### config.mk
export PLATFORM = sky130hd
export DESIGN_NAME = tcw_front
export DESIGN_NICKNAME = d
export VERILOG_FILES = /design/src/rtl/text_console_writer_assert.svh /design/src/rtl/tcw_pkg.sv /design/src/rtl/tcw_front.sv
export SDC_FILE = /design/constraint.sdc
export NUM_CORES = 1
export LEC_CHECK = 0
export BUFFER_PORTS_ARGS = -buffer_cell sky130_fd_sc_hd__buf_2
export CAP_MARGIN = 0
export CORE_ASPECT_RATIO = 0.75
export CORE_MARGIN = 3
export CORE_UTILIZATION = 25
export CTS_CLUSTER_DIAMETER = 40
export DETAILED_ROUTE_END_ITERATION = 8
export PLACE_DENSITY = 0.51
export SLEW_MARGIN = 20
export SYNTH_ARGS = -nofsm -noshare
export SYNTH_HDL_FRONTEND = slang
export SYNTH_SLANG_ARGS = --single-unit
### constraint.sdc
create_clock -name clk -period 6.9 [get_ports clk]
set_clock_uncertainty 0.1 [all_clocks]
set_input_delay 1.38 -clock clk [delete_from_list [all_inputs] [get_ports clk]]
set_output_delay 1.38 -clock clk [all_outputs]
set_load 0.02 [all_outputs]
### src/rtl/text_console_writer_assert.svh
// Assertion macros used by the console back end.
// Each macro expands to one labeled concurrent assertion that is off during reset.
`ifndef TEXT_CONSOLE_WRITER_ASSERT_SVH
`define TEXT_CONSOLE_WRITER_ASSERT_SVH

// Same-cycle implication.
`define TCW_ASSERT_IMPLY(LABEL, CLK, RST_N, ANTE, CONS, MSG) \
    LABEL: assert property (@(posedge CLK) disable iff (!RST_N) (ANTE) |-> (CONS)) \
        else $error(MSG);

// Next-cycle implication.
`define TCW_ASSERT_NEXT(LABEL, CLK, RST_N, ANTE, CONS, MSG) \
    LABEL: assert property (@(posedge CLK) disable iff (!RST_N) (ANTE) |=> (CONS)) \
        else $error(MSG);

`endif

### src/rtl/tcw_pkg.sv
// Shared types and constants of the text console writer.
// No dependencies; the top level, front end, queue and back end use it by scoped names.
package tcw_pkg;

    // Command codes
    localparam logic [1:0] CMD_PRINT = 2'd0;
    localparam logic [1:0] CMD_CLEAR = 2'd1;
    localparam logic [1:0] CMD_READ  = 2'd2;

    // Value of a blanked character or attribute byte
    localparam logic [7:0] BLANK_BYTE = 8'h00;

    // Row field of a queued operation: covers the largest supported row count
    localparam int OP_ROW_W = 6;

    typedef struct packed {
        logic [1:0] command;
        logic [7:0] char_code;
        logic       first;
        logic [6:0] start_col;
        logic [4:0] start_row;
        logic [3:0] fg_color;
        logic [3:0] bg_color;
    } cmd_t;

    typedef struct packed {
        logic [7:0] cell_char;
        logic [7:0] cell_attr;
        logic [6:0] cursor_col;
        logic [4:0] cursor_row;
    } rsp_t;

    typedef enum logic [2:0] {
        OP_NOP,
        OP_PRINT,
        OP_PRINT_COPY,
        OP_PRINT_BLANK,
        OP_CLEAR,
        OP_READ
    } op_kind_t;

    // One classified command, as passed from the front end to the back end
    typedef struct packed {
        op_kind_t              kind;
        logic [4:0]            lines;
        logic [OP_ROW_W-1:0]   row;
        logic [6:0]            col;
        logic [7:0]            ch;
        logic [7:0]            attr;
        logic [6:0]            cursor_col;
        logic [4:0]            cursor_row;
    } op_t;

endpackage

### src/rtl/tcw_front.sv
// Front end: accepts commands, tracks the cursor, classifies each command.
// Depends on tcw_pkg.
module tcw_front #(
    parameter int COLUMNS = 80,
    parameter int ROWS    = 25
) (
    input  logic          clk,
    input  logic          rst_n,
    input  logic          cmd_valid,
    input  tcw_pkg::cmd_t cmd,
    output logic          cmd_stall,
    input  logic          queue_full,
    input  logic          init_busy,
    output logic          push,
    output tcw_pkg::op_t  push_op
);

    localparam int CUR_CW = $clog2(COLUMNS + 1);
    localparam int ROW_W  = $clog2(ROWS);
    localparam int CXW    = (CUR_CW > 7) ? CUR_CW : 7;
    localparam int RXW    = ((ROW_W > 5) ? ROW_W : 5) + 1;
    localparam int OPRW   = tcw_pkg::OP_ROW_W;

    logic [CUR_CW-1:0] col_reg, col_next;
    logic [ROW_W-1:0]  row_reg, row_next;

    logic [CXW-1:0] c0, c1, c2, cur_c;
    logic [RXW-1:0] r0, r1, r2, lines, cur_r;
    logic           wrap, scroll, rd_ok;

    assign cmd_stall = init_busy || queue_full;
    assign push      = cmd_valid && !cmd_stall;

    always_comb
    begin
        // wrap, then scroll, then place the character
        c0     = cmd.first ? CXW'(cmd.start_col) : CXW'(col_reg);
        wrap   = c0 >= CXW'(COLUMNS);
        c1     = wrap ? '0 : c0;
        c2     = c1 + CXW'(1);
        r0     = cmd.first ? RXW'(cmd.start_row) : RXW'(row_reg);
        r1     = r0 + RXW'(wrap);
        scroll = r1 >= RXW'(ROWS);
        lines  = r1 - RXW'(ROWS - 1);
        r2     = scroll ? RXW'(ROWS - 1) : r1;
        cur_c  = CXW'(col_reg);
        cur_r  = RXW'(row_reg);
        rd_ok  = (CXW'(cmd.start_col) < CXW'(COLUMNS)) &&
                 (RXW'(cmd.start_row) < RXW'(ROWS));

        push_op.kind       = tcw_pkg::OP_NOP;
        push_op.lines      = '0;
        push_op.row        = OPRW'(cmd.start_row);
        push_op.col        = cmd.start_col;
        push_op.ch         = cmd.char_code;
        push_op.attr       = {cmd.bg_color, cmd.fg_color};
        push_op.cursor_col = cur_c[6:0];
        push_op.cursor_row = cur_r[4:0];
        col_next           = col_reg;
        row_next           = row_reg;

        case (cmd.command)
            tcw_pkg::CMD_PRINT:
            begin
                if (!scroll)
                begin
                    push_op.kind = tcw_pkg::OP_PRINT;
                end
                else if (lines >= RXW'(ROWS))
                begin
                    push_op.kind = tcw_pkg::OP_PRINT_BLANK;
                end
                else
                begin
                    push_op.kind = tcw_pkg::OP_PRINT_COPY;
                end
                push_op.lines      = lines[4:0];
                push_op.row        = OPRW'(r2);
                push_op.col        = c1[6:0];
                push_op.cursor_col = c2[6:0];
                push_op.cursor_row = r2[4:0];
                if (push)
                begin
                    col_next = CUR_CW'(c2);
                    row_next = ROW_W'(r2);
                end
            end
            tcw_pkg::CMD_CLEAR:
            begin
                push_op.kind = tcw_pkg::OP_CLEAR;
            end
            tcw_pkg::CMD_READ:
            begin
                push_op.kind = rd_ok ? tcw_pkg::OP_READ : tcw_pkg::OP_NOP;
            end
            default:
            begin
                push_op.kind = tcw_pkg::OP_NOP;
            end
        endcase
    end

    always_ff @(posedge clk or negedge rst_n)
    begin
        if (!rst_n)
        begin
            col_reg <= '0;
            row_reg <= '0;
        end
        else
        begin
            col_reg <= col_next;
            row_reg <= row_next;
        end
    end

endmodule

Word-level counts from Yosys, hierarchy flattened --
Cells that the tools add are included.
Word-level totals: bits in registers 12, input bits 36, output and inout bits 51, logic and storage cells 28
Cells by class: add/subtract/negate cells 3, magnitude comparators 5, eq/ne operators 2, muxes and demuxes 10, reduce and logical (&&, ||, !) cells 6
Operators by type and width (count):
- $mux W18 | 1
- $mux W7 | 2
- $ge A6 B5 Y1 const B | 2
- $mux W12 | 1
- $pmux W3 S3 | 1
- $add A7 B1 Y7 const B | 1
- $ge A7 B7 Y1 const B | 1
- $lt A7 B7 Y1 const B | 1
- $add A5 B1 Y6 | 1
- $mux W6 | 1
- $sub A6 B5 Y6 const B | 1
- $lt A5 B5 Y1 const B | 1
- $mux W5 | 1
- $mux W3 | 1
- $eq A2 B1 Y1 const B | 1
- $eq A2 B2 Y1 const B | 1
- $logic_and A1 B1 Y1 | 2
- $logic_not A2 Y1 | 1
- $mux W2 | 1
- $reduce_and A2 Y1 | 1
- $logic_not A1 Y1 | 1
- $logic_or A1 B1 Y1 | 1
- $mux W1 | 1

Longest topological paths before layout --
depth after elaboration 8, mapped depth 15, mapped depth without buffers 13

Least setup slack after synthesis --
No wires, ideal clock.
kind input port to output port, from input cmd[20] (netlist bit), to output push_op[46] (netlist bit), arrival time 3977 ps, slack 1443 ps, cell stages on the path 15, buffers on the path 3, path through buf_6 > buf_4 > buf_2 > mux2_2 > ha_1 > ha_1 > nand4b_1 > nand2_1 > nor2_1 > nor2_1 > ha_1 > inv_1 > nor4_2 > o221ai_1 > nand3_1
RTL lines:
- from (decl) | RTL line tcw_front.sv:10 | input tcw_pkg::cmd_t cmd,
- to (decl) | RTL line tcw_front.sv:15 | output tcw_pkg::op_t push_op

==> run metrics <==
Initial DRC Count 73; Final Max Slew Viols 0; row count 25; Hold Slack roughly 440 ps; Clk Latency, worst-skew pair between 200 and 250 ps; Slew HR around half; CTS tree yes; Ports slightly below 90; met3 Use GR under 10%; antenna-violating nets left 0; Mapped Cells between 200 and 250; Netlist Area Pre-Place ~1700 um^2; Sum Neg Setup Slack 0 ps; critical path arrival between 4000 and 5000 ps; CP startpoint cmd[20]; largest net degree at the start of global routing 38; Reg clk slew, reported paths 60 ps; CP Capture Point push_op[46]; met2 Usage GRT roughly 17%; CP Data Required Time 5420 ps; Port Buffer Count 53; Leak between 0.9 and 1 nW; flop and latch count out of synthesis 12; vias per inst roughly 5; number of synthesized flops with an enable pin 0; Tot GR Track Use approximately 12%; CTS Buf Count 3; fmax 0.165 GHz; most area-consuming cells after synthesis dfrtp_1 17%, buf_4 7.8%, nand2_1 5.6%; Max-Cap Viols 0; Setup CP Type in2out; layout cells sized above 1 35.3%; top_reg_cell synth dfrtp_1; Design Power around 0.40 mW; RSZ-0062 raised after global routing false; part of the cycle the worst path needs between 80% and 90%; hpwl dp around 3800 um; deepest clock path buffer count 2; Synth top area share 17.3%; Diodes inserted 0; PD cells 204 nW/um^2; full die area 8010 um^2; main combinational cell family by area after synthesis compound AO/OA/AOI/OAI gates; Critical Path End Type output pin; max reg flops 7; WL final between 4000 and 5000 um; R2R depth 9; DIE WIDTH about 100 um; Final nets 290; area delta synth->final 13.2%; vias in the first global route between 1,500 and 2,000; dominant cell type by area after synthesis dfrtp_1; Placed Cells around 330; worst r2r dst row_reg[0]$_DFFE_PN0P_; Synth Area in XOR/XNOR 1.51%; gr ovfl total 0; Starting Density around a quarter; DRC 0; Post-CTS Hold Buffers 0; HP Class reg2reg; GR Layer Usage met1 around 20%; Async S/R FF share, synth between 90% and 100%; global route hottest layer met1; FF-to-FF Start col_reg[4]$_DFFE_PN0P_; CTS-repair resized insts 0; clk root buf clkbuf_8; Compound-Gate Fraction of Synth Area between 20% and 30%; Placer Congestion 0.818; synthesized net count approximately 260; final hold violation count 0; final setup violating endpoints 0; Core Box Area 6510 um^2; detailed-route via count approximately 1,700; router iterations before antenna repair 4; crit path max fanout 12; Yosys cell types 60; Post-Synth Simple-Gate Area a little over a quarter; Tightest Pin Transition 759 ps; worst reg-to-reg setup slack just under 4000 ps; first-pass GRT wire length between 7000 and 8000 um; adder-cell share of the synthesized area 2.88%; Peak VDD IR between 0.06 and 0.07 mV; sequential share of the synthesized area about 17%; H-tree level count 1; CP startpoint kind input pin; Avg Inst Size Synth between 7 and 8 um^2; status completed; cell area after layout between 1500 and 2000 um^2; DP Area between 1500 and 2000 um^2; min Tclk post-route between 6000 and 7000 ps; Cell Count, Final, Fillers Out 330; Yosys warnings 0; multiplexer share of the synthesized area 10.2%; post-CTS setup buffer count 0; Wirelength per Cell approximately 15 um; initial antenna violation count 0; CTS Sinks 12; die height just under 80 um
==> layer usage <==
layer	vias up	share of wire [%]
met5	-	0
met4	0	0.17
met3	2	6.4
met2	45	40
met1	756	53
li1	848	-
==> cell families (layout without fill, tap and decap cells) <==
logic type / Yosys count / count (layout)
AO/OA/AOI/OAI: 69 / 69
XOR/XNOR: 3 / 3
adder cells (fa/ha/maj): 4 / 4
buffers and inverters: 34 / 64
flip-flops: 12 / 12
multiplexers: 13 / 13
other: 1 / 1
AND/OR/NAND/NOR: 83 / 83
==> power by group <==
part           internal, mW  leakage (nW)  switching (mW)  total, mW
sequential           0.0874         0.155          0.0229      0.110
combinational        0.0834         0.749           0.129      0.213
clock                0.0505        0.0288          0.0286     0.0792
==> metrics by stage <==
step                util (%)  setup WS [ps]
floorplan                  -           1440
global placement        29.4            984
detailed placement      29.4            851
CTS                     30.3            865
global route            30.3            564
finish                  30.3            842
==> placed cells by master, fill, tap and decap left out, drive strengths merged, types with 2 or more instances in the layout <==
| master | Yosys | layout |
|---|---|---|
| buf | 22 | 54 |
| nand2 | 27 | 27 |
| o21ai | 24 | 24 |
| nor2 | 19 | 19 |
| dfrtp | 12 | 12 |
| a22o | 12 | 12 |
| a21oi | 10 | 10 |
| nor3 | 8 | 8 |
| mux2 | 7 | 7 |
| and2 | 6 | 6 |
| inv | 6 | 6 |
| mux2i | 6 | 6 |
| a21o | 5 | 5 |
| nand4 | 4 | 4 |
| ha | 4 | 4 |
| clkbuf | 6 | 4 |
| xnor2 | 3 | 3 |
| o31ai | 3 | 3 |
| nand3 | 3 | 3 |
| a31oi | 3 | 3 |
| nand4b | 3 | 3 |
| a211oi | 3 | 3 |
| nand2b | 2 | 2 |
| nor2b | 2 | 2 |
| a32o | 2 | 2 |
| nor4 | 2 | 2 |
| or2 | 2 | 2 |
| o311ai | 2 | 2 |
| o22ai | 2 | 2 |
==> worst min-delay path by stage <==
stage,cells past startpoint,to,slack (ps),startpoint
after global placement,2,col_reg[3]$_DFFE_PN0P_,430,col_reg[3]$_DFFE_PN0P_
final,2,col_reg[3]$_DFFE_PN0P_,440,col_reg[3]$_DFFE_PN0P_
after detailed placement,2,col_reg[3]$_DFFE_PN0P_,430,col_reg[3]$_DFFE_PN0P_
after global routing,1,row_reg[0]$_DFFE_PN0P_,500,row_reg[0]$_DFFE_PN0P_
after CTS,2,col_reg[3]$_DFFE_PN0P_,450,col_reg[3]$_DFFE_PN0P_
after floorplan,2,col_reg[3]$_DFFE_PN0P_,390,col_reg[3]$_DFFE_PN0P_
==> layout make-up <==
| type | count | area (um^2) |
|---|---|---|
| repair buffers | 54 | 273 |
| fillers | 741 | 4540 |
| inverters | 6 | 22.5 |
| clock buffers | 4 | 55.1 |
| well taps | 81 | 101 |
| flip-flops and latches | 12 | 300 |
| multi-input cells | 173 | 1220 |
==> cells in the mapped netlist (2+ instances only) <==
cell type,number
a21oi_1,8
o21ai_0,11
nand3_1,3
and2_1,6
nand4_1,4
a31oi_1,3
ha_1,4
nand2b_1,2
buf_4,18
buf_2,2
o21ai_2,3
clkbuf_1,6
nand4b_1,2
o31ai_1,3
a32o_1,2
dfrtp_1,12
o21ai_1,10
a22o_1,11
nand2_1,26
a21o_1,5
nor2_1,16
nor3_1,7
xnor2_1,3
mux2_2,3
inv_1,5
mux2i_2,4
mux2_4,3
nor2_2,2
nor2b_1,2
nor4_2,2
a211oi_1,2
==> worst max-delay path: stages <==
cell and delay (ps):
buf_2 250, nor3_1 130, a211oi_2 660, ha_1 330
ha_1 290, nand4b_1 150, a21oi_1 270, nor2_1 70
ha_1 280, inv_1 60, nor4_2 270, o221ai_1 160
nand3_1 110, buf_2 160
No activity file was read; power rests on OpenSTA's default activity.
