--- config.mk ---
export PLATFORM = sky130hd
export DESIGN_NAME = tcw_fifo
export DESIGN_NICKNAME = d
export VERILOG_FILES = /design/src/rtl/text_console_writer_assert.svh /design/src/rtl/tcw_pkg.sv /design/src/rtl/tcw_fifo.sv
export SDC_FILE = /design/constraint.sdc
export NUM_CORES = 1
export LEC_CHECK = 0
export ABC_AREA = 1
export BUFFER_PORTS_ARGS = -buffer_cell sky130_fd_sc_hd__buf_2
export CAP_MARGIN = 20
export CORE_MARGIN = 10
export CORE_UTILIZATION = 47
export CTS_BUF_LIST = sky130_fd_sc_hd__clkbuf_4
export DETAILED_ROUTE_END_ITERATION = 10
export GPL_TIMING_DRIVEN = 0
export HOLD_SLACK_MARGIN = 0.1
export PLACE_DENSITY = 0.73
export SKIP_LAST_GASP = 1
export SLEW_MARGIN = 20
export SYNTH_ARGS = -nofsm -noshare
export SYNTH_HDL_FRONTEND = slang
export SYNTH_SLANG_ARGS = --single-unit
--- constraint.sdc ---
create_clock -name clk -period 3.1 [get_ports clk]
set_input_delay 0.31 -clock clk [delete_from_list [all_inputs] [get_ports clk]]
set_output_delay 0.31 -clock clk [all_outputs]
set_load 0.05 [all_outputs]
--- src/rtl/text_console_writer_assert.svh ---
// Assertion macros used by the console back end.
// Each macro expands to one labeled concurrent assertion that is off during reset.
`ifndef TEXT_CONSOLE_WRITER_ASSERT_SVH
`define TEXT_CONSOLE_WRITER_ASSERT_SVH

// Same-cycle implication.
`define TCW_ASSERT_IMPLY(LABEL, CLK, RST_N, ANTE, CONS, MSG) \
    LABEL: assert property (@(posedge CLK) disable iff (!RST_N) (ANTE) |-> (CONS)) \
        else $error(MSG);

// Next-cycle implication.
`define TCW_ASSERT_NEXT(LABEL, CLK, RST_N, ANTE, CONS, MSG) \
    LABEL: assert property (@(posedge CLK) disable iff (!RST_N) (ANTE) |=> (CONS)) \
        else $error(MSG);

`endif

--- src/rtl/tcw_pkg.sv ---
// Shared types and constants of the text console writer.
// No dependencies; the top level, front end, queue and back end use it by scoped names.
package tcw_pkg;

    // Command codes
    localparam logic [1:0] CMD_PRINT = 2'd0;
    localparam logic [1:0] CMD_CLEAR = 2'd1;
    localparam logic [1:0] CMD_READ  = 2'd2;

    // Value of a blanked character or attribute byte
    localparam logic [7:0] BLANK_BYTE = 8'h00;

    // Row field of a queued operation: covers the largest supported row count
    localparam int OP_ROW_W = 6;

    typedef struct packed {
        logic [1:0] command;
        logic [7:0] char_code;
        logic       first;
        logic [6:0] start_col;
        logic [4:0] start_row;
        logic [3:0] fg_color;
        logic [3:0] bg_color;
    } cmd_t;

    typedef struct packed {
        logic [7:0] cell_char;
        logic [7:0] cell_attr;
        logic [6:0] cursor_col;
        logic [4:0] cursor_row;
    } rsp_t;

    typedef enum logic [2:0] {
        OP_NOP,
        OP_PRINT,
        OP_PRINT_COPY,
        OP_PRINT_BLANK,
        OP_CLEAR,
        OP_READ
    } op_kind_t;

    // One classified command, as passed from the front end to the back end
    typedef struct packed {
        op_kind_t              kind;
        logic [4:0]            lines;
        logic [OP_ROW_W-1:0]   row;
        logic [6:0]            col;
        logic [7:0]            ch;
        logic [7:0]            attr;
        logic [6:0]            cursor_col;
        logic [4:0]            cursor_row;
    } op_t;

endpackage

--- src/rtl/tcw_fifo.sv ---
// Two-entry operation queue between front end and back end.
// Depends on tcw_pkg.
module tcw_fifo (
    input  logic         clk,
    input  logic         rst_n,
    input  logic         push,
    input  tcw_pkg::op_t push_op,
    output logic         full,
    input  logic         pop,
    output tcw_pkg::op_t head,
    output logic         empty
);

    localparam int QD  = 2;
    localparam int QPW = $clog2(QD);
    localparam int QCW = $clog2(QD + 1);

    tcw_pkg::op_t   slot_reg [QD];
    logic [QPW-1:0] wr_ptr_reg, wr_ptr_next;
    logic [QPW-1:0] rd_ptr_reg, rd_ptr_next;
    logic [QCW-1:0] count_reg, count_next;

    assign full  = count_reg == QCW'(QD);
    assign empty = count_reg == '0;
    assign head  = slot_reg[rd_ptr_reg];

    always_comb
    begin
        wr_ptr_next = wr_ptr_reg;
        rd_ptr_next = rd_ptr_reg;
        count_next  = count_reg;
        if (push)
        begin
            wr_ptr_next = (wr_ptr_reg == QPW'(QD - 1)) ? '0 : wr_ptr_reg + QPW'(1);
        end
        if (pop)
        begin
            rd_ptr_next = (rd_ptr_reg == QPW'(QD - 1)) ? '0 : rd_ptr_reg + QPW'(1);
        end
        if (push && !pop)
        begin
            count_next = count_reg + QCW'(1);
        end
        else if (pop && !push)
        begin
            count_next = count_reg - QCW'(1);
        end
    end

    always_ff @(posedge clk)
    begin
        if (push)
        begin
            slot_reg[wr_ptr_reg] <= push_op;
        end
    end

    always_ff @(posedge clk or negedge rst_n)
    begin
        if (!rst_n)
        begin
            wr_ptr_reg <= '0;
            rd_ptr_reg <= '0;
            count_reg  <= '0;
        end
        else
        begin
            wr_ptr_reg <= wr_ptr_next;
            rd_ptr_reg <= rd_ptr_next;
            count_reg  <= count_next;
        end
    end

endmodule

# Word-level counts from Yosys, hierarchy flattened
# Memories as Yosys holds them, arrays and structs flattened.
# Cells that the tools add are included.
dict set report op_classes {
  reduce_logical 6
  add_sub_neg 4
  muxes 6
  eq_ne 1
}
# op n
set ops {}
lappend ops {{two-way mux 1 bit} 4}
lappend ops {{two-way mux 2 bit} 2}
lappend ops {{adder 1 bit, second input constant} 2}
lappend ops {{adder 2 x 1 -> 2 bit, second input constant} 1}
lappend ops {{equality test 2 bit, second input constant} 1}
lappend ops {{logical AND 1 bit} 2}
lappend ops {{logical NOT 1 bit} 2}
lappend ops {{logical NOT 2 bit} 1}
lappend ops {{nonzero test 2 bit} 1}
lappend ops {{subtractor 2 x 1 -> 2 bit, second input constant} 1}
dict set report totals {
  ram_bits 98
  output_inout_bits 51
  wordCells 21
  inputBits 53
  memories 1
  regBits 4
}
# memory depth word_bits rd rd_ports_with_merged_regs write_ports line_no
set memory_table {}
lappend memory_table {slot_reg 2 49 1 0 1 tcw_fifo.sv:18} ;# tcw_pkg::op_t slot_reg [QD];

# Depth between registers and ports, before layout
# Gate-level depths: netlist of run 1.
dict set report logic_depth {
  word_depth 4
  depth_mapped 7
  mapped_depth_nobuf 7
}

# Worst setup path after synthesis of run 1
# Ideal clock, no wire load.
dict set report synth_timing {
  kind {reg2reg}
  from {register wr_ptr_reg}
  to {memory slot_reg[0][0] (netlist name) (enable)}
  required_ns 2.643
  path_buffers 0
  synth_period_minus_slack_ns 2.924
  slack_ns 0.176
  t_arrival_ns 2.467
  setup_time_ns 0.457
  path_stages_with_launch 2
  path_cell_list {dfrtp_1 nor2_1}
}
# element line_no
set synth_rtl {}
lappend synth_rtl {{from (decl)} tcw_fifo.sv:19} ;# logic [QPW-1:0] wr_ptr_reg, wr_ptr_next;
lappend synth_rtl {{from (signal assigned)} tcw_fifo.sv:68} ;# wr_ptr_reg <= wr_ptr_next;
lappend synth_rtl {{to (decl)} tcw_fifo.sv:18}
# Straight into the memory's write port.

==> results.cfg, run 1 <==
[grt]
grt_max_degree = 27
antenna_found_initial = 0
grt_use_total_pct = 11.85
grt_pass1_vias = 2350
grt_overflow = 0
grt_pass1_wl_um = 11990

[cells_and_area]
multi_input_area_um2 = 823.3
layout-drive-gt1-share_pct = 50.57
fin_cells = 457
largest_reg_flops = 98
final_core_util_pct = 65.27
area_growth_pct = 34.88
final_net_count = 401
most-common-layout-cells = 103 x buf_2, 98 x edfxtp_1, 52 x dlygate4sd3_1
antenna_cells = 0
fill_cells = 575
final_common_cell = buf_2
ff_latch_area_um2 = 3043

[die]
design.die.area_um2 = 12590
fp.dieW_um = 112.2
die_h_um = 112.2
core_area_um2 = 8258
initial_core_util_pct = 48.39
rows = 33
io_pins = 104

[logic_synthesis]
synth_area_per_cell_um2 = 22.45
synth.top_cell.area_share_pct = 73.64
synth_warnings = 0
syn-instance-count = 178
synth.distinct_cells = 13
syn-num-nets = 232
ys_ff_latch = 102
synth_area_um2 = 3996
yosys.area.top_type = edfxtp_1
ys_top_cells_by_area = edfxtp_1 74%, mux2_4 18%, buf_12 2.5%
yosysSeqAreaShare_pct = 76.14

[pwr]
powerDensity_nw_per_um2 = 946.8
p_leak_nw = 2.237
vdd_drop_max_mv = 0.4181

[critical_path]
cp_cell_sequence = buf_6 > buf_12 > mux2_4 > buf_2
cp_slowest_cell = dfrtp_1
start_kind = flop
required_ps = 2790
worstPathMaxFanout = 10
crit_type = reg2out
crit_family = buffers and inverters
slowest_delay_ps = 400
arrival_ps = 1640
crit_buf_inv = 3
endpoint_kind = primary output

[placed_design]
portBuffers = 103
gp_congestion = 0.7386
pre_cts_slack_ps = 1468
dpl.cell_count = 389
hpwl_um = 5246

[detailed_routing]
vias = 2104
route.detailed.wl_per_inst_um = 16.53
routed_wl_um = 7553
drt_iter0_drc = 104
ant_nets = 0
dr.pass1.iters = 4
via_per_inst = 4.604
drc = 0

[hold_path]
min_path_type = in2async

[sta]
layout_setup_ws_ps = 1151
layout_min_cycle_time_ps = 1949
fmax_ghz = 0.5131
fin_worst_skew_ps = 13.40
period_share_pct = 62.87
fin_hold_ws_ps = 207.5
rsz0062_at_grt = no
hold_violations = 0
slew_headroom_pct = 57.53
drv_slew = 0
worstMarginPinSlew_ps = 636.1
setup_violations = 0

[clock_network]
cts_tree = done
cts_max_path_buffers = 2
clk_pin_slew_worst_paths_ps = 140
cts_root_buffer = clkbuf_4
clkSinkCount = 102
h-tree-depth = 3
numCtsBuffers = 9
clk_latency_ps = 420

[run]
drv_cap = 0

[run_status]
status = finished, final reports clean
## path summary, 6_finish.rpt
kind	from	to	slack, ps	depth (start not counted)
worst max-delay path	rd_ptr_reg	head[4]	1150	4
worst min-delay path	rst_n	count_reg[0]	210	2
worst max register to register	wr_ptr_reg	slot_reg[0][34]	1540	3
worst min register to register	wr_ptr_reg	wr_ptr_reg	560	1
max in group asynchronous	rst_n	rd_ptr_reg	2780	2
min in group clk	wr_ptr_reg	wr_ptr_reg	560	1
## cell usage after synthesis
cell type,n
inv_1,7
ha_1,1
dfrtp_1,4
xor2_1,2
buf_6,1
nor2_1,3
nand2_1,5
xnor2_1,1
nand3_1,1
buf_12,5
edfxtp_1,98
mux2_4,49
nand4_1,1
## per-stage QoR
| step | instance area (µm²) | TNS (ps) | power (W) |
|---|---|---|---|
| 3_3_place_gp | 4643 | -51750 | 0.004380 |
| 5_1_grt | 5390 | 0 | 0.005334 |
| 2_1_floorplan | 3996 | 0 | 0.003947 |
| 3_5_place_dp | 4733 | 0 | 0.004464 |
| 6_report | 5390 | 0 | 0.005104 |
| 4_1_cts | 5390 | 0 | 0.005168 |
## kinds of logic (layout without fill, tap and decap cells)
family / Yosys count / in the layout / synth area share, %
AND/OR/NAND/NOR: 10 / 10 / 1.033
adder cells (fa/ha/maj): 1 / 1 / 0.3130
XOR/XNOR: 3 / 3 / 0.6576
flip-flops: 102 / 102 / 76.14
multiplexers: 49 / 49 / 18.41
buffers and inverters: 13 / 187 / 3.444
## layout make-up
cell class | count | share of cell area, %
Timing Repair Buffer | 158 | 20.75
Sequential cell | 102 | 56.45
Clock buffer | 10 | 1.393
Buffer | 6 | 2.066
Clock inverter | 6 | 1.137
Tap cell | 105 | 2.437
Multi-Input combinational cell | 63 | 15.27
Inverter | 7 | 0.4875
## power breakdown
part	internal [W]	switching (W)	leakage [nW]
registers	0.00183	0.0000824	0.967
clock network	0.000255	0.000401	0.0782
logic	0.000926	0.00161	1.19
## metal layers
| metal | share of wire, % | vias to the layer above | global-route usage [%] |
|---|---|---|---|
| met2 | 50 | 70 | 20.36 |
| met3 | 8.9 | 8 | 5.218 |
| met1 | 40 | 1006 | 12.65 |
| li1 | - | 1020 | - |
| met5 | 0 | - | 0 |
| met4 | 1.1 | 0 | 4.315 |
## what timing repair did
item / CTS / global route
resized for setup: 0 / 0
endpoints found under the hold margin: 104 / 0
setup buffers: 0 / 0
hold buffers: 52 / 0
(Power assumes the default switching activity.)
==> inputs of run 2 (changes only) <==
--- a/config.mk
+++ b/config.mk
@@ -5,7 +5,7 @@
 export SDC_FILE = /design/constraint.sdc
 export NUM_CORES = 1
 export LEC_CHECK = 0
-export ABC_AREA = 1
+export ABC_AREA = 0
 export BUFFER_PORTS_ARGS = -buffer_cell sky130_fd_sc_hd__buf_2
 export CAP_MARGIN = 20
 export CORE_MARGIN = 10
==> constraint.sdc (replaced) <==
create_clock -name clk -period 1.78 [get_ports clk]
set_input_delay 0.178 -clock clk [delete_from_list [all_inputs] [get_ports clk]]
set_output_delay 0.178 -clock clk [all_outputs]
set_load 0.05 [all_outputs]
==> run 2 against run 1 <==
Net effect: the run now ends with setup timing left; via count increased by 1.3%; global-route usage increased by 0.32 points; first-iteration DRC count decreased by 49%; critical path depth unchanged; die area decreased by 0.41%; non-clock buffer count increased by 1; sequential power increased by 74%; synthesized area decreased by 0.50%; sequential cell count unchanged.
==> results.cfg, run 2 <==
[logic_synthesis]
synth.top_cell.area_share_pct = 74.01
syn-instance-count = 169
synth_edf_count = 98
synthFlopType = edfxtp_1
synth_area_per_cell_um2 = 23.53
synthArstFlopShare_pct = 3.922
synthTopCellsByCount = 98 x edfxtp_1, 49 x mux2_4, 5 x buf_12
ys_top_cells_by_area = edfxtp_1 74%, mux2_4 19%, buf_12 2.5%
syn-num-nets = 223
yosysSeqAreaShare_pct = 76.53
synth_area_um2 = 3976
synth_warnings = 0
yosys.area.top_type = edfxtp_1
synth.most_common_cell = edfxtp_1
synth.distinct_cells = 12
ys_ff_latch = 102

[critical_path]
crit_type = reg2out
arrival_ps = 1620
start_kind = flop
endpoint_kind = primary output
required_ps = 1600
crit_path_start = rd_ptr_reg
worstPathMaxFanout = 10
r2r-start = wr_ptr_reg

[pwr]
p_leak_nw = 2.329
switchingPower_w = 0.003814
vdd_drop_max_mv = 0.8983
pwr-share-comb_pct = 52.6
powerDensity_nw_per_um2 = 1712
power_frac_seq_pct = 34.0
pwr-share-clk_pct = 13.5
switching_share_pct = 38.90
p_int_w = 0.005991

[run_status]
violations = setup timing
status = complete, but fails checks

[placed_design]
gp_congestion = 0.6648
hpwl_um = 4996
pre_cts_slack_ps = 291.2
portBuffers = 103

[die]
io_pins = 104
die_h_um = 112.0
initial_core_util_pct = 48.39
design.die.area_um2 = 12540
core_area_um2 = 8217
fp.dieW_um = 112.0
rows = 33

[sta]
worstMarginPinSlew_ps = 688.6
slew_headroom_pct = 54.09
drv_slew = 0
rsz0062_at_grt = yes
layout_min_cycle_time_ps = 1801
hold_violations = 0
setup_violations = 46
fmax_ghz = 0.5553
layout_setup_ws_ps = -20.72
fin_worst_skew_ps = 10.89
period_share_pct = 101.2

[grt]
grt_pass1_wl_um = 12150
grt_use_total_pct = 12.17
grt_overflow = 0
grt_max_degree = 50
antenna_found_initial = 1
grt_pass1_vias = 2303

[detailed_routing]
dr.pass1.iters = 4
ant_nets = 0
routed_wl_um = 7855
drc = 0
route.detailed.wl_per_inst_um = 17.46
drt_iter0_drc = 53
vias = 2131
via_per_inst = 4.736

[cells_and_area]
most-common-layout-cells = 98 x edfxtp_1, 54 x buf_2, 53 x dlygate4sd3_1
final_core_util_pct = 69.70
final_common_cell = edfxtp_1
layout-drive-gt1-share_pct = 51.74
final_net_count = 393
largest_reg_flops = 98
area_growth_pct = 44.02

[clock_network]
cts_root_buffer = clkbuf_4
cts_max_path_buffers = 2
cts_tree = done
h-tree-depth = 3
clk_latency_ps = 430
clk_pin_slew_worst_paths_ps = 150
clkSinkCount = 102
numCtsBuffers = 9

[hold_path]
min_from = push_op[35]
min_path_type = in2reg

[run]
drv_cap = 0
==> run 2: changes by cell type in the layout (fill, tap and decap cells not counted), moves of 2 or more <==
cell / before / now
buf_2: 103 / 54
inv_1: 6 / 1
buf_6: 1 / 49
xor2_1: 2 / 4
clkinv_2: 2 / 0
nand2_1: 5 / 0
==> run 2: final timing paths <==
path / slack, ps / end / depth (start not counted)
worst max-delay path: -20 / head[44] / 4
worst min-delay path: 450 / slot_reg[0][35] / 2
worst max register to register: 290 / slot_reg[0][7] / 2
worst min register to register: 510 / count_reg[1] / 1
max in group asynchronous: 970 / rd_ptr_reg / 3
min in group asynchronous: 630 / wr_ptr_reg / 3
==> run 2: repair_timing <==
action,CTS,global route
hold endpoints to repair,105,0
resized for setup,49,51
gates cloned,0,1
endpoints found under the setup margin,49,49
hold buffers,53,0
buffers inserted,0,0
==> run 2: power groups by stage <==
stage / clock (W) / combinational (W) / sequential (W)
finish: 0.00132 / 0.00515 / 0.00333
global route: 0.00145 / 0.00535 / 0.00338
CTS: 0.00136 / 0.00474 / 0.00333
detailed placement: 0 / 0.00434 / 0.00339
global placement: 0 / 0.00424 / 0.00337
floorplan: 0 / 0.00351 / 0.00335
==> run 2: logic make-up after synthesis <==
group         count (synthesis)  share of synthesized area, %
fa+ha+maj                     1                        0.3146
flops                       102                         76.53
xor+xnor                      5                         1.101
mux                          49                         18.50
buf+inv                       7                         2.895
simple gates                  5                        0.6609
==> run 2: stage by stage <==
step                area, µm²  total power (W)  hold slack, ps  TNS (ps)  instances
floorplan                3985         0.006861          -117.6         0        169
global placement         4632         0.007609          -15.65    -11990        377
detailed placement       4688         0.007727          -11.30         0        379
CTS                      5507         0.009433           416.5     -3127        448
global route             5727          0.01018           420.6     -3915        450
finish                   5727         0.009805           453.2    -573.4        450
==> run 2: metal layers <==
metal,up-vias,share of wire [%],track usage (%)
met5,-,0,0
met4,0,1.9,5.584
met3,13,4.9,3.865
met2,53,55,21.91
met1,1060,38,12.61
li1,1005,-,-
==> run 2: area by class of cell <==
class,count,area [µm²]
Antenna cell,1,2.502
Buffer,6,120.1
Clock buffer,9,67.56
Clock inverter,7,97.59
Fill cell,516,2490
Inverter,1,3.754
Multi-Input combinational cell,60,828.3
Sequential cell,102,3043
Tap cell,105,131.4
Timing Repair Buffer,159,1433
==> run 2: worst max-delay path, cell delays in order, from the launching register on <==
cell and delay (ps):
dfrtp_1 430, buf_12 160, buf_12 150, mux2_4 300, buf_6 150
==> inputs of run 3 (changes only) <==
--- a/config.mk
+++ b/config.mk
@@ -6,15 +6,15 @@
 export NUM_CORES = 1
 export LEC_CHECK = 0
 export ABC_AREA = 0
-export BUFFER_PORTS_ARGS = -buffer_cell sky130_fd_sc_hd__buf_2
 export CAP_MARGIN = 20
 export CORE_MARGIN = 10
 export CORE_UTILIZATION = 47
 export CTS_BUF_LIST = sky130_fd_sc_hd__clkbuf_4
 export DETAILED_ROUTE_END_ITERATION = 10
+export DONT_BUFFER_PORTS = 1
 export GPL_TIMING_DRIVEN = 0
 export HOLD_SLACK_MARGIN = 0.1
-export PLACE_DENSITY = 0.73
+export PLACE_DENSITY = 0.6
 export SKIP_LAST_GASP = 1
 export SLEW_MARGIN = 20
 export SYNTH_ARGS = -nofsm -noshare
==> constraint.sdc (replaced) <==
create_clock -name clk -period 1.7 [get_ports clk]
set_input_delay 0.17 -clock clk [delete_from_list [all_inputs] [get_ports clk]]
set_output_delay 0.17 -clock clk [all_outputs]
set_load 0.05 [all_outputs]
==> run 3 against run 2 <==
Net effect: the run now ends clean; design area shrank 15%; worst hold slack worse by 320 ps; core utilization decreased by 11 points; via count is 18% lower.
==> results.cfg, run 3 (same netlist as run 2, synthesis figures left out) <==
[cells_and_area]
largest_reg_flops = 98
fin_cells = 346
layout-drive-gt1-share_pct = 31.95
final_common_cell = edfxtp_1
antenna_cells = 0
fill_cells = 586
most-common-layout-cells = 98 x edfxtp_1, 53 x dlygate4sd3_1, 49 x mux2_4
final_net_count = 290
area_growth_pct = 22.15

[critical_path]
required_ps = 1530
endpoint_kind = primary output
crit_type = reg2out
r2r-start = wr_ptr_reg
crit_family = flip-flops
slowest_delay_ps = 400
cp_slowest_cell = dfrtp_1
arrival_ps = 1490
crit_path_start = rd_ptr_reg
worstPathMaxFanout = 10
start_kind = flop
cp_cell_sequence = buf_6 > buf_12 > mux2_4
crit_buf_inv = 2

[die]
io_pins = 104
rows = 33
core_area_um2 = 8217
fp.dieW_um = 112.0
design.die.area_um2 = 12540
initial_core_util_pct = 48.39
die_h_um = 112.0

[placed_design]
dpl.cell_count = 276
hpwl_um = 4834
portBuffers = 0
gp_congestion = 0.6576
pre_cts_slack_ps = -126.7

[sta]
slew_headroom_pct = 55.68
setup_violations = 0
fmax_ghz = 0.6008
fin_worst_skew_ps = 16.29
worstMarginPinSlew_ps = 664.8
hold_violations = 0
period_share_pct = 97.91
layout_setup_ws_ps = 35.55
rsz0062_at_grt = yes
layout_min_cycle_time_ps = 1664
drv_slew = 0

[grt]
top_usage_layer = met2
grt_max_degree = 50
gr-usage-met2_pct = 19.85
grt_overflow = 0
met1_usage_pct = 11.17
grt_use_total_pct = 10.93
grt_pass1_vias = 1886
grtUsageMet3_pct = 4.240
antenna_found_initial = 0
grt_pass1_wl_um = 10790

[hold_path]
min_from = push
min_path_type = in2reg

[pwr]
vdd_drop_max_mv = 1.011
powerDensity_nw_per_um2 = 1835
p_leak_nw = 1.800

[run]
drv_cap = 0

[detailed_routing]
drt_iter0_drc = 66
vias = 1738
ant_nets = 0
via_per_inst = 5.023
route.detailed.wl_per_inst_um = 20.44
dr.pass1.iters = 4
routed_wl_um = 7073
drc = 0

[clock_network]
h-tree-depth = 3
cts_tree = done
cts_root_buffer = clkbuf_4
cts_max_path_buffers = 2
clkSinkCount = 102
clk_pin_slew_worst_paths_ps = 160
numCtsBuffers = 9
clk_latency_ps = 410

[run_status]
status = finished, final reports clean
run 3: worst paths after layout:
check | depth (start not counted) | to | slack (ps)
worst max-delay path | 3 | head[18] | 40
worst min-delay path | 1 | slot_reg[0][20] | 130
worst max register to register | 2 | slot_reg[0][1] | 230
worst min register to register | 1 | count_reg[1] | 520
max in group asynchronous | 2 | rd_ptr_reg | 960
min in group asynchronous | 2 | count_reg[0] | 560
run 3: per-stage QoR:
step | area, µm² | total power (W) | hold slack (ps) | TNS (ps) | utilization, %
after floorplan | 3985 | 0.007184 | -125.6 | 0 | -
after global placement | 4116 | 0.007535 | -125.4 | -11150 | 50.10
after detailed placement | 4172 | 0.007682 | -125.3 | -6138 | 50.77
after CTS | 4857 | 0.009034 | 109.6 | -252.2 | 59.11
after global routing | 4857 | 0.009257 | 111.4 | -1232 | 59.11
final | 4857 | 0.008912 | 134.3 | 0 | 59.11
run 3: final cells by class:
type	count	area, µm²	share of cell area, %
inverter	1	3.754	0.07728
sequential	102	3043	62.65
clock inverter	5	58.81	1.211
tap	105	131.4	2.705
multi-input combinational	60	833.3	17.16
buffer	6	111.4	2.293
timing repair buffer	56	593.1	12.21
clock buffer	11	82.58	1.700
run 3: what timing repair did:
item	in CTS	in global routing
setup buffers	1	0
hold buffers	53	0
endpoints found under the hold margin	106	0
endpoints found under the setup margin	100	49
resized for setup	3	0
run 3: worst register-to-register path, cell delays in order (launching register included):
cell	delay, ps
dfrtp_1	460
nor2b_4	490
buf_16	230
run 3: where the power goes:
| part | switching, W | leakage (nW) | internal [W] |
|---|---|---|---|
| clock network | 0.000733 | 0.0751 | 0.000487 |
| logic | 0.00280 | 0.758 | 0.00140 |
| registers | 0.000158 | 0.966 | 0.00333 |
| total | 0.00369 | 1.80 | 0.00522 |
run 3: per-layer routing:
layer / wire length [µm] / vias up
met4: 74 / 0
met2: 3825 / 58
met5: 0 / -
met1: 2657 / 876
met3: 515 / 7
li1: - / 797
